$ cat config.mk
export PLATFORM = sky130hd
export DESIGN_NAME = bounded_vector_store
export DESIGN_NICKNAME = d
export VERILOG_FILES = /design/src/hw/rtl/bvs_pkg.sv /design/src/hw/rtl/bounded_vector_store.sv
export SDC_FILE = /design/constraint.sdc
export NUM_CORES = 1
export LEC_CHECK = 0
export BUFFER_PORTS_ARGS = -buffer_cell sky130_fd_sc_hd__buf_2
export CAP_MARGIN = 10
export CORE_MARGIN = 5
export CORE_UTILIZATION = 44
export DETAILED_ROUTE_END_ITERATION = 7
export SYNTH_ARGS = -nofsm -noshare
export SYNTH_HDL_FRONTEND = slang
export SYNTH_SLANG_ARGS = --single-unit
$ cat constraint.sdc
create_clock -name clk -period 6.9 [get_ports clk]
set_input_delay 0 -clock clk [delete_from_list [all_inputs] [get_ports clk]]
set_output_delay 0 -clock clk [all_outputs]
set_load 0.01 [all_outputs]
$ cat src/hw/rtl/bvs_pkg.sv
// ----------------------------------------------------------------------------
// bvs_pkg: shared types for the bounded vector store
// Opcodes, status codes, config indices, sequencer states and the command and result items.
// ----------------------------------------------------------------------------
package bvs_pkg;

  localparam int POS_BITS   = 8;
  localparam int FIELD_BITS = 32;
  localparam int CNT_BITS   = 5;

  typedef enum logic [2:0] {
    OP_PUSH      = 3'd0,
    OP_POP       = 3'd1,
    OP_READ_AT   = 3'd2,
    OP_WRITE_AT  = 3'd3,
    OP_RESIZE    = 3'd4,
    OP_CLEAR     = 3'd5,
    OP_FIND      = 3'd6,
    OP_READ_BACK = 3'd7
  } opcode_t;

  typedef enum logic [1:0] {
    ST_DONE      = 2'd0,
    ST_FULL      = 2'd1,
    ST_EMPTY     = 2'd2,
    ST_NOT_FOUND = 2'd3
  } status_t;

  typedef enum logic {
    CFG_CAPACITY = 1'b0,
    CFG_FILL     = 1'b1
  } cfg_index_t;

  typedef enum logic [2:0] {
    S_IDLE,
    S_EXEC,
    S_READ,
    S_FILL,
    S_SEARCH,
    S_DONE
  } state_t;

  typedef struct packed {
    opcode_t                opcode;
    logic [POS_BITS-1:0]    position;
    logic [FIELD_BITS-1:0]  word_in;
  } cmd_t;

  typedef struct packed {
    logic [FIELD_BITS-1:0]  word_out;
    status_t                status;
    logic [POS_BITS-1:0]    found_position;
    logic [CNT_BITS-1:0]    count_now;
    logic                   is_full;
    logic                   is_empty;
  } result_t;

endpackage

$ cat src/hw/rtl/bounded_vector_store.sv
// ----------------------------------------------------------------------------
// bounded_vector_store: fixed-capacity word vector with a fill count
// Push, pop, indexed read/write, resize, clear, find and read back.
// ----------------------------------------------------------------------------
// Usage:
//   Command channel: drive cmd and raise start; the item is taken at the
//   clock edge where start is high and busy is low. busy stays high until
//   the result has been shown.
//   Result channel: result is valid for exactly one cycle while done is
//   high. The receiver cannot stall; it must take the item in that cycle.
//   Config channel: cfg_valid/cfg_ready with cfg_index (0 capacity in use,
//   1 fill word) and cfg_data; write only while the block is idle.
// Sequence (start accept to done):
//   push, pop, clear, resize down, write inside the count: exec, then done.
//   read at, read back: exec, read, then done (registered memory read).
//   resize or write past the count: exec, then fill for the slots grown,
//   one memory write per cycle through the write port, then done.
//   find: exec, then search up to the first match or the last entry, then
//   done; the single read port feeds one compare per cycle.
//   A new command may start the cycle after done.
// Reset: count goes to zero, capacity to 16, fill word to zero. Storage is
//   not cleared; only entries below the count are ever read.
// ----------------------------------------------------------------------------
module bounded_vector_store #(
  parameter int DEPTH     = 16,
  parameter int WORD_BITS = 32
) (
  input  logic               clk,
  input  logic               rst,
  input  logic               start,
  output logic               busy,
  input  bvs_pkg::cmd_t      cmd,
  output logic               done,
  output bvs_pkg::result_t   result,
  input  logic               cfg_valid,
  output logic               cfg_ready,
  input  bvs_pkg::cfg_index_t cfg_index,
  input  logic [31:0]        cfg_data
);

  localparam int AW = (DEPTH > 1) ? $clog2(DEPTH) : 1;
  localparam int CW = $clog2(DEPTH + 1);
  // common width for comparing position, count and capacity
  localparam int XW = (CW > bvs_pkg::POS_BITS) ? CW : bvs_pkg::POS_BITS;

  bvs_pkg::state_t state, state_next;
  bvs_pkg::cmd_t   cmd_q;

  logic [CW-1:0] count, count_next;
  logic [CW-1:0] ptr, ptr_next;
  logic [CW-1:0] fill_end, fill_end_next;
  logic [4:0]    capacity;
  logic [31:0]   fill_word;

  logic [31:0]                       res_word, res_word_next;
  bvs_pkg::status_t                  res_status, res_status_next;
  logic [bvs_pkg::POS_BITS-1:0]      res_found, res_found_next;

  // storage: one write port, one registered read port
  logic [WORD_BITS-1:0] mem [DEPTH];
  logic [WORD_BITS-1:0] rdata;
  logic                 we, re;
  logic [AW-1:0]        waddr, raddr;
  logic [WORD_BITS-1:0] wdata;

  // word views at the stored width
  logic [63:0]          key64, fill64, rd64;
  logic [WORD_BITS-1:0] key_w, fill_w;

  logic [XW-1:0] pos_x, cnt_x, cap_x, ptr_x;
  logic [CW-1:0] cnt_dec;
  logic full_f, empty_f, pos_lt_cnt, pos_ge_cap, pos_gt_cap, pos_eq_cnt, pos_zero;
  logic match, last;

  function automatic logic [AW-1:0] ptr_next_addr(input logic [CW-1:0] p);
    logic [CW-1:0] n;
    n = p + 1'b1;
    return n[AW-1:0];
  endfunction

  assign key64  = 64'(cmd_q.word_in);
  assign fill64 = 64'(fill_word);
  assign rd64   = 64'(rdata);
  assign key_w  = key64[WORD_BITS-1:0];
  assign fill_w = fill64[WORD_BITS-1:0];

  // capacity clamped to 1..DEPTH
  always_comb begin
    if (capacity == 5'd0) begin
      cap_x = XW'(1);
    end else if (XW'(capacity) > XW'(DEPTH)) begin
      cap_x = XW'(DEPTH);
    end else begin
      cap_x = XW'(capacity);
    end
  end

  assign pos_x   = XW'(cmd_q.position);
  assign cnt_x   = XW'(count);
  assign ptr_x   = XW'(ptr);
  assign cnt_dec = count - 1'b1;

  assign full_f     = (cnt_x >= cap_x);
  assign empty_f    = (count == '0);
  assign pos_lt_cnt = (pos_x < cnt_x);
  assign pos_ge_cap = (pos_x >= cap_x);
  assign pos_gt_cap = (pos_x > cap_x);
  assign pos_eq_cnt = (pos_x == cnt_x);
  assign pos_zero   = (cmd_q.position == '0);
  assign match      = (rdata == key_w);
  assign last       = ((ptr_x + 1'b1) == cnt_x);

  // next state
  always_comb begin
    state_next = state;
    case (state)
      bvs_pkg::S_IDLE: begin
        if (start) state_next = bvs_pkg::S_EXEC;
      end
      bvs_pkg::S_EXEC: begin
        state_next = bvs_pkg::S_DONE;
        case (cmd_q.opcode)
          bvs_pkg::OP_READ_AT: begin
            if (pos_lt_cnt) state_next = bvs_pkg::S_READ;
          end
          bvs_pkg::OP_READ_BACK: begin
            if (!empty_f) state_next = bvs_pkg::S_READ;
          end
          bvs_pkg::OP_WRITE_AT: begin
            if (!pos_ge_cap && !pos_lt_cnt) state_next = bvs_pkg::S_FILL;
          end
          bvs_pkg::OP_RESIZE: begin
            if (!pos_eq_cnt && !pos_zero && !pos_gt_cap && !pos_lt_cnt) begin
              state_next = bvs_pkg::S_FILL;
            end
          end
          bvs_pkg::OP_FIND: begin
            if (!empty_f) state_next = bvs_pkg::S_SEARCH;
          end
          default: state_next = bvs_pkg::S_DONE;
        endcase
      end
      bvs_pkg::S_READ: state_next = bvs_pkg::S_DONE;
      bvs_pkg::S_FILL: begin
        if (ptr == fill_end) state_next = bvs_pkg::S_DONE;
      end
      bvs_pkg::S_SEARCH: begin
        if (match || last) state_next = bvs_pkg::S_DONE;
      end
      bvs_pkg::S_DONE: state_next = bvs_pkg::S_IDLE;
      default: state_next = bvs_pkg::S_IDLE;
    endcase
  end

  // memory control and datapath next values
  always_comb begin
    we              = 1'b0;
    waddr           = '0;
    wdata           = key_w;
    re              = 1'b0;
    raddr           = '0;
    count_next      = count;
    ptr_next        = ptr;
    fill_end_next   = fill_end;
    res_word_next   = res_word;
    res_status_next = res_status;
    res_found_next  = res_found;
    case (state)
      bvs_pkg::S_EXEC: begin
        res_word_next   = '0;
        res_status_next = bvs_pkg::ST_DONE;
        res_found_next  = '0;
        case (cmd_q.opcode)
          bvs_pkg::OP_PUSH: begin
            if (full_f) begin
              res_status_next = bvs_pkg::ST_FULL;
            end else begin
              we         = 1'b1;
              waddr      = count[AW-1:0];
              count_next = count + 1'b1;
            end
          end
          bvs_pkg::OP_POP: begin
            if (empty_f) res_status_next = bvs_pkg::ST_EMPTY;
            else count_next = cnt_dec;
          end
          bvs_pkg::OP_READ_AT: begin
            if (!pos_lt_cnt) begin
              res_status_next = bvs_pkg::ST_EMPTY;
            end else begin
              re    = 1'b1;
              raddr = pos_x[AW-1:0];
            end
          end
          bvs_pkg::OP_WRITE_AT: begin
            if (pos_ge_cap) begin
              res_status_next = bvs_pkg::ST_FULL;
            end else if (pos_lt_cnt) begin
              we    = 1'b1;
              waddr = pos_x[AW-1:0];
            end else begin
              ptr_next      = count;
              fill_end_next = pos_x[CW-1:0];
            end
          end
          bvs_pkg::OP_RESIZE: begin
            if (pos_eq_cnt) begin
              count_next = count;
            end else if (pos_zero) begin
              count_next = '0;
            end else if (pos_gt_cap) begin
              res_status_next = bvs_pkg::ST_FULL;
            end else if (pos_lt_cnt) begin
              count_next = pos_x[CW-1:0];
            end else begin
              ptr_next      = count;
              fill_end_next = pos_x[CW-1:0];
            end
          end
          bvs_pkg::OP_CLEAR: count_next = '0;
          bvs_pkg::OP_FIND: begin
            res_status_next = bvs_pkg::ST_NOT_FOUND;
            ptr_next        = '0;
            re              = !empty_f;
          end
          default: begin
            if (empty_f) begin
              res_status_next = bvs_pkg::ST_EMPTY;
            end else begin
              re    = 1'b1;
              raddr = cnt_dec[AW-1:0];
            end
          end
        endcase
      end
      bvs_pkg::S_READ: res_word_next = rd64[31:0];
      bvs_pkg::S_FILL: begin
        if (ptr == fill_end) begin
          // write-at lands its word in the last slot; resize just commits
          if (cmd_q.opcode == bvs_pkg::OP_WRITE_AT) begin
            we         = 1'b1;
            waddr      = ptr[AW-1:0];
            count_next = fill_end + 1'b1;
          end else begin
            count_next = fill_end;
          end
        end else begin
          we       = 1'b1;
          waddr    = ptr[AW-1:0];
          wdata    = fill_w;
          ptr_next = ptr + 1'b1;
        end
      end
      bvs_pkg::S_SEARCH: begin
        // rdata holds entry ptr, read in the previous cycle
        if (match) begin
          res_status_next = bvs_pkg::ST_DONE;
          res_found_next  = ptr_x[bvs_pkg::POS_BITS-1:0];
        end else if (!last) begin
          re       = 1'b1;
          raddr    = ptr_next_addr(ptr);
          ptr_next = ptr + 1'b1;
        end
      end
      default: begin
      end
    endcase
  end

  always_ff @(posedge clk) begin
    if (we) mem[waddr] <= wdata;
    if (re) rdata <= mem[raddr];
  end

  always_ff @(posedge clk) begin
    if (rst) begin
      state     <= bvs_pkg::S_IDLE;
      count     <= '0;
      capacity  <= 5'd16;
      fill_word <= '0;
    end else begin
      state <= state_next;
      count <= count_next;
      if (cfg_valid && cfg_ready) begin
        case (cfg_index)
          bvs_pkg::CFG_CAPACITY: capacity  <= cfg_data[4:0];
          bvs_pkg::CFG_FILL:     fill_word <= cfg_data;
          default: begin
          end
        endcase
      end
    end
  end

  always_ff @(posedge clk) begin
    if (state == bvs_pkg::S_IDLE && start) cmd_q <= cmd;
    ptr        <= ptr_next;
    fill_end   <= fill_end_next;
    res_word   <= res_word_next;
    res_status <= res_status_next;
    res_found  <= res_found_next;
  end

  assign busy      = (state != bvs_pkg::S_IDLE);
  assign done      = (state == bvs_pkg::S_DONE);
  assign cfg_ready = !busy;

  // flags come straight from the committed count
  always_comb begin
    result.word_out       = res_word;
    result.status         = res_status;
    result.found_position = res_found;
    result.count_now      = cnt_x[bvs_pkg::CNT_BITS-1:0];
    result.is_full        = full_f;
    result.is_empty       = empty_f;
  end

  // count never passes the built depth
  a_count_bound: assert property (@(posedge clk) disable iff (rst)
    XW'(count) <= XW'(DEPTH))
    else $error("entry count beyond depth");

  // an accepted command keeps the block busy in the next cycle
  a_accept_busy: assert property (@(posedge clk) disable iff (rst)
    (start && !busy) |=> busy)
    else $error("command accepted but block not busy");

  // a result is shown for one cycle, then the block is free
  a_done_pulse: assert property (@(posedge clk) disable iff (rst)
    done |=> (!done && !busy))
    else $error("done not a single-cycle pulse");

  // a search never runs with an empty vector
  a_search_nonempty: assert property (@(posedge clk) disable iff (rst)
    (state == bvs_pkg::S_SEARCH) |-> (count != '0))
    else $error("search on empty vector");

endmodule
==> results of run 1 <==
per-layer routing:
| metal | vias up | GRT usage [%] | part of all wire [%] |
|---|---|---|---|
| met5 | - | 0 | 0 |
| met4 | 0 | 5.34 | 2.1 |
| met3 | 113 | 3.76 | 6.8 |
| met2 | 757 | 35.7 | 48 |
| met1 | 9442 | 31.6 | 43 |
| li1 | 8542 | - | - |
state kept, by name (all words and copies together) (netlist names):
name and cells:
res_word 32, fill_end 5, cmd_q 3, fill_w 32, mem 512, res_status 2, rdata 32, key_w 32
ptr 5, res_found 5, pos_x 8, state 3, count 5, capacity 5
metrics by stage:
stage / total power, mW / hold WS (ns) / cell area, um2
2_1_floorplan: 6.08 / 0.0989 / 28200
3_3_place_gp: 6.69 / 0.176 / 29600
3_5_place_dp: 6.71 / 0.178 / 29600
4_1_cts: 10.7 / 0.0459 / 32800
5_1_grt: 11.0 / 0.0623 / 32800
6_report: 10.6 / 0.0425 / 32800
worst max-delay path, cell delays in order (launching register included):
cell,delay [ns]
dfxtp_1,0.70
inv_1,0.24
ha_1,0.35
or4b_4,0.27
nand4_2,0.20
nand2b_1,0.24
a21oi_1,0.41
a21o_4,0.74
buf_4,0.77
nor2_1,0.12
o21ai_0,0.31
nand3_1,0.20
nand3_1,0.13
worst max-delay path by stage:
stage                                to  cells after the start  slack [ns]
global route        rdata[30]$_DFFE_PP_                     12        1.82
finish              rdata[30]$_DFFE_PP_                     12        1.99
floorplan            rdata[0]$_DFFE_PP_                      9        2.20
CTS                 rdata[30]$_DFFE_PP_                     12        2.02
global placement    rdata[30]$_DFFE_PP_                     12        2.08
detailed placement  rdata[30]$_DFFE_PP_                     12        2.11
kinds of logic after synthesis:
| kind of cell | share of synthesized area [%] |
|---|---|
| xor gates and xnor gates | 1.74 |
| AOI/OAI and AO/OA | 6.89 |
| adders and majority gates | 0.844 |
| buffers and inverters | 2.84 |
| other | 0.0133 |
| muxes | 1.46 |
| DFF | 71.0 |
| and+or+nand+nor | 15.2 |
Yosys cell counts, types with 16 or more instances:
cell type | count | area, um2
a21oi_1 | 57 | 285
a31oi_1 | 35 | 219
a32oi_1 | 32 | 280
and2_1 | 39 | 244
buf_2 | 72 | 360
clkbuf_1 | 40 | 150
dfxtp_1 | 45 | 901
edfxtp_1 | 636 | 19100
ha_1 | 19 | 238
inv_1 | 16 | 60.1
mux2_2 | 32 | 360
nand2_1 | 361 | 1360
nand3_1 | 213 | 1070
nor2_1 | 310 | 1160
o21ai_0 | 109 | 546
o21ai_1 | 32 | 160
xnor2_1 | 45 | 394
cell type report:
type	instances	area, um2
Timing Repair Buffer	242	1710
Antenna cell	1	2.50
Clock buffer	87	1890
Inverter	16	60.1
Clock inverter	41	503
Multi-Input combinational cell	1422	7580
Sequential cell	681	20000
Tap cell	846	1060
Fill cell	5347	30400
power by group through the flow:
| stage | sequential (mW) | clock (mW) | combinational, mW |
|---|---|---|---|
| finish | 4.98 | 3.95 | 1.69 |
| global route | 4.99 | 4.19 | 1.83 |
| CTS | 4.98 | 4.01 | 1.68 |
| detailed placement | 5.06 | 0 | 1.64 |
| global placement | 5.07 | 0 | 1.63 |
| floorplan | 5.01 | 0 | 1.07 |
timing repair:
| item | in CTS | in global routing |
|---|---|---|
| hold buffers | 78 | 0 |
| endpoints found under the hold margin | 82 | 0 |
| gates resized for setup | 0 | 0 |
==> metrics.yaml, run 1 <==
outcome:
  outcome: "complete, no violations"
logic_synthesis:
  ys.flop_type: "edfxtp_1"
  synthesis.area_um2: 28200
  async_flop_share_pct: 0
  syn_inst: 2255
  synth_cell_types: 64
  yosysSeqAreaShare_pct: 71.0
  synth_edf_count: 636
  ys_warn_count: 0
  synth.avg_cell_area_um2: 12.5
  synth_seq_cells: 681
power:
  internal_power_mw: 7.68
  p_switching_mw: 2.93
  switching_share_pct: 27.6
  power_density_nw_per_um2: 324
  p_seq_share_pct: 46.9
  ir_worst_vdd_v: 0.000174
  leakage_nw: 11.3
  combPwrFrac_pct: 15.9
  clock_power_share_pct: 37.2
setup_path:
  critPathMaxFanout: 76
  required_ns: 7.36
  r2r_slack_ns: 1.99
  worst_r2r_path_depth: 12
  crit_arrival_ns: 5.36
  reg2reg_from: "count[0]$_SDFFE_PP0P_"
  startpoint: "count[0]$_SDFFE_PP0P_"
  start_kind: "register"
  cp-end-kind: "register"
  regToRegEndpoint: "rdata[30]$_DFFE_PP_"
  crit_type: "register to register"
placed_design:
  dp_slack_ns: 2.11
  portBuffers: 128
  place.gp.congestion: 0.893
  place_hpwl_mm: 46.0
  dp.cells: 3128
detailed_routing:
  route.vias.total: 18854
  via_per_inst: 5.65
  drt_wl_total_mm: 79.0
  ant_nets: 0
  firstDrtPassIters: 6
  drtIter0Drc: 2040
  avgRoutedWirePerCell_um: 23.7
  drc: 0
sta:
  max_freq_mhz: 204
  min_period_ns: 4.91
  tightest_slew_ns: 1.19
  hold_viol: 0
  finalSetupViolations: 0
  slew_headroom_pct: 20.8
  slew_viol_final: 0
  rsz0062_at_grt: "false"
  worst_slack_ns: 1.99
  tns_ns: 0
  fin_crit_sh_pct: 71.1
  skew_ns: 0.0277
cts:
  post_cts_buffers: 0
  cts_max_path_buffers: 3
  cts_inserted_buffers: 71
  clkTransAtPathRegs_ns: 0.06
  clock_latency_ns: 0.61
  cts_tree: "built"
  clock-sinks: 681
  htree_num_levels: 3
  clock-root-buffer: "clkbuf_16"
cells_and_area:
  fin_cells: 3336
  final_core_util_pct: 51.9
  syn_to_final_growth_pct: 16.5
  fin_nets: 2533
  layout_common_cells: "636 x edfxtp_1, 360 x nand2_1, 292 x nor2_1, 212 x nand3_1, 128 x buf_2"
  drive_gt1_share_pct: 14.0
  final_common_cell: "edfxtp_1"
worst_hold_path:
  worstHoldEndpoint: "capacity[0]$_SDFFE_PP0P_"
  min_from: "rst"
  hold_class: "primary input to register"
  hold-path-cell-count: 3
die:
  die_w_um: 263
  io_pins: 132
  die_h_um: 263
  rows: 92
  core_um2: 63200
  start_util_pct: 44.6
  fp.dieArea_um2: 69200
grt:
  grt.overflow.total: 0
  antenna_found_initial: 1
  grt_max_degree: 211
  grt_pass1_wl_mm: 118
  grt_pass1_vias: 18329
  grt_usage_pct: 22.1
run:
  drv_cap: 0
No activity file was read; power rests on OpenSTA's default activity.
==> run 2, diff against run 1 <==
Clock period 6.9 ns to 4.6 ns, I/O delays scaled along.
==> metrics.yaml, run 2 (synthesis gave the netlist of run 1 again) <==
setup_path:
  crit_type: "register to register"
  crit_chain: "inv_1, nand2_1, ha_1, nor2b_1, o21a_1, o21a_1, o21ai_0, nand3_1, nor4_1, a221o_1, nand2b_1, nor2_4, buf_12"
  worst_r2r_path_depth: 13
  critPathMaxFanout: 19
  critPathTopFamily: "simple AND/OR/NAND/NOR gates"
  start_kind: "register"
  cpMostUsedCell: "o21a_1"
  crit_cells: 13
  regToRegEndpoint: "mem[1][3]$_DFFE_PP_"
  crit_arrival_ns: 4.31
  path_buf_inv: 2
  startpoint: "capacity[4]$_SDFFE_PP1P_"
  cp-end-kind: "register"
  r2r_slack_ns: 0.59
  critPathCapture: "mem[1][3]$_DFFE_PP_"
  crit_slowest_cell: "nor4_1"
  slowest_delay_ns: 0.57
  required_ns: 4.91
  reg2reg_from: "capacity[4]$_SDFFE_PP1P_"
placed_design:
  place.gp.congestion: 0.883
  portBuffers: 128
  dp.cells: 3179
  place_hpwl_mm: 49.3
  dp_slack_ns: 0.582
sta:
  rsz0062_at_grt: "false"
  skew_ns: 0.0248
  worst_slack_ns: 0.592
  max_freq_mhz: 249
  finalSetupViolations: 0
  slew_headroom_pct: 18.1
  tightest_slew_ns: 1.22
  slew_viol_final: 0
  fin_crit_sh_pct: 87.1
  tns_ns: 0
  hold_viol: 0
  hold_slack_ns: 0.0685
  min_period_ns: 4.01
die:
  die_w_um: 263
  start_util_pct: 44.6
  die_h_um: 263
  rows: 92
  core_um2: 63200
  io_pins: 132
  fp.dieArea_um2: 69200
cells_and_area:
  layout_common_cells: "636 x edfxtp_1, 360 x nand2_1, 292 x nor2_1, 212 x nand3_1, 128 x buf_2"
  fin_nets: 2585
  largest-register: "mem"
  n_fill_cell: 5199
  syn_to_final_growth_pct: 19.3
  final_common_cell: "edfxtp_1"
  largest_register_ffs: 512
  fin_cells: 3392
  antenna_cells: 0
  drive_gt1_share_pct: 15.7
outcome:
  outcome: "complete, no violations"
cts:
  cts_max_path_buffers: 3
  clock_latency_ns: 0.62
  cts_inserted_buffers: 73
  cts-resized-gates: 0
  cts_tree: "built"
  clock-sinks: 681
  post_cts_buffers: 0
  clkTransAtPathRegs_ns: 0.06
  htree_num_levels: 3
  clock-root-buffer: "clkbuf_16"
  cts_hold_buf: 78
detailed_routing:
  drtIter0Drc: 1895
  route.vias.total: 18911
  firstDrtPassIters: 6
  avgRoutedWirePerCell_um: 23.5
  via_per_inst: 5.58
  drt_wl_total_mm: 79.7
  drc: 0
  ant_nets: 0
power:
  combPwrFrac_pct: 16.9
  leakage_nw: 11.7
  internal_power_mw: 11.9
  power_mw: 16.5
  ir_worst_vdd_v: 0.000264
  clock_power_share_pct: 37.9
  p_seq_share_pct: 45.2
  p_switching_mw: 4.52
  switching_share_pct: 27.5
  power_density_nw_per_um2: 490
run:
  drv_cap: 0
grt:
  grt_pass1_wl_mm: 118
  grt_pass1_vias: 18548
  grt_max_degree: 99
  grt_usage_pct: 22.4
  grt.overflow.total: 0
  antenna_found_initial: 2
worst_hold_path:
  hold-path-cell-count: 3
  hold_class: "primary input to register"
run 2: worst register-to-register path, stage by stage, from the launching register on:
cell and delay [ns]:
dfxtp_1 0.31, inv_1 0.15, nand2_1 0.12, ha_1 0.30, nor2b_1 0.13, o21a_1 0.16, o21a_1 0.16, o21ai_0 0.21
nand3_1 0.22, nor4_1 0.58, a221o_1 0.34, nand2b_1 0.27, nor2_4 0.52, buf_12 0.25
run 2: stage by stage:
step                area [um2]  util, %
floorplan                28200        -
global placement         30300     47.9
detailed placement       30300     47.9
CTS                      33600     53.2
global route             33600     53.2
finish                   33600     53.2
run 2: worst min path at each step:
stage / startpoint / to / slack [ns]
floorplan: cmd[40] / cmd_q[40]$_DFFE_PP_ / 0.1
global placement: cmd[36] / pos_x[4]$_DFFE_PP_ / 0.18
detailed placement: cmd[4] / key_w[4]$_DFFE_PP_ / 0.18
CTS: rst / capacity[3]$_SDFFE_PP0P_ / 0.04
global route: rst / capacity[0]$_SDFFE_PP0P_ / 0.08
finish: rst / capacity[3]$_SDFFE_PP0P_ / 0.07
run 2: layout make-up:
cell class / instances / area, um2 / area share (%)
multi-input combinational: 1422 / 7580 / 22.5
inverter: 16 / 60.1 / 0.179
timing repair buffer: 292 / 2340 / 6.97
clock inverter: 37 / 589 / 1.75
clock buffer: 98 / 1980 / 5.90
tap: 846 / 1060 / 3.15
sequential: 681 / 20000 / 59.5
run 2: power by group through the flow:
stage / sequential (mW) / combinational, mW / clock (mW)
4_1_cts: 7.43 / 2.77 / 6.33
6_report: 7.43 / 2.78 / 6.24
2_1_floorplan: 7.51 / 1.61 / 0
3_3_place_gp: 7.56 / 2.68 / 0
5_1_grt: 7.45 / 3.01 / 6.60
3_5_place_dp: 7.56 / 2.71 / 0
run 2: per-layer routing:
layer,vias to the layer above,part of all wire [%],routed length (um),global-route usage [%]
li1,8639,-,-,-
met1,9373,44,34800,32.5
met2,779,46,36600,34.9
met3,120,7.6,6020,3.68
met4,0,2.9,2310,7.39
met5,-,0,0,0
